--- src/sv/aes_ram.sv ---
// Generic single-port write, single-port read RAM with registered read data.
module aes_ram #(
  parameter int Width = 64,
  parameter int Depth = 32
) (
  input  logic                     clk,
  input  logic                     wr_en,
  input  logic [$clog2(Depth)-1:0] wr_addr,
  input  logic [Width-1:0]         wr_data,
  input  logic [$clog2(Depth)-1:0] rd_addr,
  output logic [Width-1:0]         rd_data
);
  logic [Width-1:0] mem [Depth];

  always_ff @(posedge clk) begin
    if (wr_en) mem[wr_addr] <= wr_data;
    rd_data <= mem[rd_addr];
  end
endmodule

--- config.mk ---
export PLATFORM = sky130hd
export DESIGN_NAME = aes_ram
export DESIGN_NICKNAME = d
export VERILOG_FILES = /design/src/sv/aes_ram.sv
export SDC_FILE = /design/constraint.sdc
export NUM_CORES = 2
export LEC_CHECK = 0
export BUFFER_PORTS_ARGS = -buffer_cell sky130_fd_sc_hd__buf_2
export CORE_ASPECT_RATIO = 0.8
export CORE_MARGIN = 5
export CORE_UTILIZATION = 30
export DETAILED_ROUTE_END_ITERATION = 6
export GPL_TIMING_DRIVEN = 0
export RECOVER_POWER = 50
export SLEW_MARGIN = 40
export SYNTH_ARGS = -nofsm -noshare
export SYNTH_HDL_FRONTEND = slang
export SYNTH_SLANG_ARGS = --single-unit
--- constraint.sdc ---
create_clock -name clk -period 4.2 [get_ports clk]
set_clock_uncertainty 0.1 [all_clocks]
set_input_delay 0.42 -clock clk [delete_from_list [all_inputs] [get_ports clk]]
set_output_delay 0.42 -clock clk [all_outputs]
set_load 0.01 [all_outputs]
Yosys cells after proc, flatten, opt, wreduce, memory -nomap -nowiden
Memories as Yosys holds them, arrays and structs flattened. A register that Yosys moved wholly into a read port is not among the register bits.
Index checks and enable logic that the tools add are counted.
{"block": "classes", "muxes": 2}
{"operator": "1-bit 2-to-1 mux", "count": 2}
{"block": "word_totals", "ff_bits": 0, "ramBits": 2048, "input_bits": 76, "elab_cells": 3, "mem_count": 1, "output_inout_bits": 64}
{"name": "mem", "depth": 32, "width": 64, "rd": 1, "rd_clocked_by_memory_dff": 1, "write_ports": 1, "line_no": "13", "rtl": "logic [Width-1:0] mem [Depth];"}

Depth between registers and ports, before layout
{"block": "depth", "ltp_word": 2, "depth_mapped": 9, "depth_no_buf": 4}

Worst setup path after synthesis
Ideal clock, no wire load.
{"block": "synth_timing", "path_type": "input-to-reg", "from": "input wr_addr[1]", "to": "memory mem[12][0] (enable)", "setup_ns": 0.486, "t_required_ns": 3.614, "slack_ns": -0.142, "n_path_buf": 1, "stages": 3, "t_arrival_ns": 3.756, "cell_sequence": "or3b_2 clkbuf_1 nor2_1"}
{"element": "from (decl)", "line_no": "8", "rtl": "input logic [$clog2(Depth)-1:0] wr_addr,"}
{"element": "to (decl)", "line_no": "13"}
Straight into the memory's write port.

==> results.cfg <==
[detailed_routing]
route.detailed.drc = 0
wl_per_cell_um = 29.1
antenna_violating_nets_post_route = 0
totalWireLength_um = 215000
routed-via-count = 37300
detailedRoute.firstIterationViolations = 4327
iteration_count_of_the_initial_detailed_routing_pass = 5
via_per_inst = 5.04

[timing]
slew_headroom = 0.0254
timing.final.crit_share = 0.657
final-hold-violation-count = 0
finalCriticalPeriod_ns = 2.76
hold_slack_ns = 0.182
setup_tns_ns = 0
tightest_slew_ns = 1.46
setup_viol_count_final = 0
max_clock_freq_mhz = 362
grt_setup_unrepaired = false
finalMaxSlewViolations = 0

[final_layout]
postLayoutCellArea_um2 = 96100
layout_commonest_cell = sky130_fd_sc_hd__edfxtp_1
final_cell_mix = sky130_fd_sc_hd__edfxtp_1, sky130_fd_sc_hd__mux4_2, sky130_fd_sc_hd__clkbuf_16, sky130_fd_sc_hd__buf_2, sky130_fd_sc_hd__clkbuf_1
share_of_cells_above_drive_strength_1 = 0.363
finish.net_count = 3788
layout-area-overhead-vs-synth_pct = 21.7

[die]
floorplan.die_area_um2 = 274000
io-pin-count = 140
die-width_um = 584
rows = 168
die-height_um = 469
placeableCoreArea_um2 = 262000
start_util = 0.301

[yosys]
post_synth_main_area_contributors = sky130_fd_sc_hd__edfxtp_1, sky130_fd_sc_hd__mux4_2, sky130_fd_sc_hd__dfxtp_1
synth_nets = 3173
ys_dominant_reg_cell = sky130_fd_sc_hd__edfxtp_1
postSynthRegisterBits = 2112
yosys_warning_count = 0
synth_enable_flop_cells = 2048
synth_largest_type_area_fraction = 0.779
post_synth.cell_area_avg_um2 = 25.5
post_synth_num_cell_types = 31
seq_area_frac_synth = 0.795
netlist.top_cell.by_area = sky130_fd_sc_hd__edfxtp_1
ys_async_sr_fraction = 0
post_synth_inst_count = 3097
netlist_area_um2 = 79000

[cts]
clockBufferDepth = 3
cts.sink_count = 2112
clk_root_buffer_cell = sky130_fd_sc_hd__clkbuf_16
clk_transition_reported_paths_ns = 0.06
htreeDepth = 4
insertion_delay_ns = 0.85
cts_made_buffers = 211
cts_repair_resize_count = 0
cts_tree = yes

[run_status]
status = finished, final reports clean

[global_routing]
grt_pass1_wl_um = 299000
grt_antenna_before_repair = 26
grt_max_degree = 33
vias_in_the_first_global_route = 37600
track_usage = 0.155
grt_overflow_total = 0

[critical_path]
worstReg2RegStart = mem[28][45]$_DFFE_PP_
timing.critical_path.required_ns = 4.76
endpoint_kind_of_the_worst_setup_timing_path = flip-flop
critical_path_startpoint_category = input pin
reg2reg_depth = 3
crit-reg2reg-capture = rd_data[45]$_DFF_P_
register_to_register_setup_slack_ns = 2.16
critical_path_arrival_ns = 3.32
timing_worst_setup_path_type = input pin to flip-flop
worst-path-max-fanout = 10

[placement]
gp_congestion = 0.705
detailed_place.area_um2 = 88700
portBuffers = 135
post-dp-hpwl_um = 148000

[hold_path]
hold-path-endpoint = mem[4][24]$_DFFE_PP_
hold_path_startpoint = wr_addr[2]
hold_path_class = input pin to flip-flop
min_path_cells = 3

[power]
p_per_area_nw_per_um2 = 467
p_leak_nw = 30.0
peakVddDrop_v = 0.000441

[flow_run]
cap_viol_max_count = 0
[worst max-delay path by stage]
stage / startpoint / endpoint / cells after the start
6_report: rd_addr[2] / rd_data[43]$_DFF_P_ / 6
3_3_place_gp: wr_addr[1] / mem[4][19]$_DFFE_PP_ / 4
3_5_place_dp: rd_addr[2] / rd_data[58]$_DFF_P_ / 6
2_1_floorplan: wr_addr[1] / mem[12][0]$_DFFE_PP_ / 3
4_1_cts: rd_addr[2] / rd_data[43]$_DFF_P_ / 6
5_1_grt: rd_addr[2] / rd_data[43]$_DFF_P_ / 6
[power by group]
group / switching, mW / internal (mW)
registers: 0.0774 / 23.4
logic: 1.43 / 0.999
clock network: 8.20 / 10.8
total: 9.71 / 35.2
[sequential cells by signal (all words and copies together), names as in the netlist]
name	cells
mem	2048
rd_data	64
[cell usage after synthesis, types with 4 or more instances]
library cell and count:
sky130_fd_sc_hd__edfxtp_1 2048, sky130_fd_sc_hd__mux4_2 602, sky130_fd_sc_hd__mux2_2 74, sky130_fd_sc_hd__buf_2 65
sky130_fd_sc_hd__dfxtp_1 64, sky130_fd_sc_hd__clkbuf_1 55, sky130_fd_sc_hd__nor2_1 41, sky130_fd_sc_hd__mux2i_1 38
sky130_fd_sc_hd__buf_1 19, sky130_fd_sc_hd__buf_4 14, sky130_fd_sc_hd__a221oi_1 12, sky130_fd_sc_hd__o22ai_1 10
sky130_fd_sc_hd__o21ai_0 9, sky130_fd_sc_hd__nand3b_1 5, sky130_fd_sc_hd__nor2b_1 4
[metal layers]
| layer | share of wire | wire (um) | track usage |
|---|---|---|---|
| met1 | 0.41 | 88000 | 0.212 |
| met2 | 0.48 | 104000 | 0.253 |
| met3 | 0.080 | 17200 | 0.0328 |
| met4 | 0.026 | 5480 | 0.0400 |
| met5 | 0.000037 | 8 | 0 |
[stage by stage]
stage | power (mW) | instances | util | setup WS [ns]
final | 44.9 | 7393 | 0.367 | 1.44
after floorplan | 25.2 | 3097 | - | -0.142
after global placement | 26.2 | 6717 | 0.321 | -5.46
after CTS | 45.3 | 7379 | 0.368 | 1.49
after detailed placement | 26.4 | 6918 | 0.339 | 0.599
after global routing | 46.3 | 7389 | 0.367 | 1.43
[critical path, stage by stage]
cell and delay [ns]:
sky130_fd_sc_hd__clkbuf_1 0.13, sky130_fd_sc_hd__buf_2 0.59, sky130_fd_sc_hd__buf_2 0.60, sky130_fd_sc_hd__buf_2 0.57, sky130_fd_sc_hd__mux4_2 0.60, sky130_fd_sc_hd__mux2_2 0.38
[timing repair]
action	4_1_cts	5_1_grt
endpoints found under the setup margin	0	0
buffers inserted	0	0
endpoints found under the hold margin	2013	0
hold buffers	64	0
[cells by family (layout without fill, tap and decap cells)]
group	after synthesis	in the layout	synth area share
simple gates	64	64	0.00379
other cells	0	12	0
mux	714	714	0.187
compound gates	50	50	0.00466
buf+inv	157	956	0.00944
flops	2112	2112	0.795
[final cells by class]
cell class,count,area [um2]
Timing Repair Buffer,402,5530
Tap cell,3485,4360
Buffer,156,811
Clock inverter,148,1550
Clock buffer,249,5440
Antenna cell,12,30.0
Inverter,1,3.75
Multi-Input combinational cell,828,15600
Fill cell,23600,166000
Sequential cell,2112,62800
No activity file was read; power rests on OpenSTA's default activity.
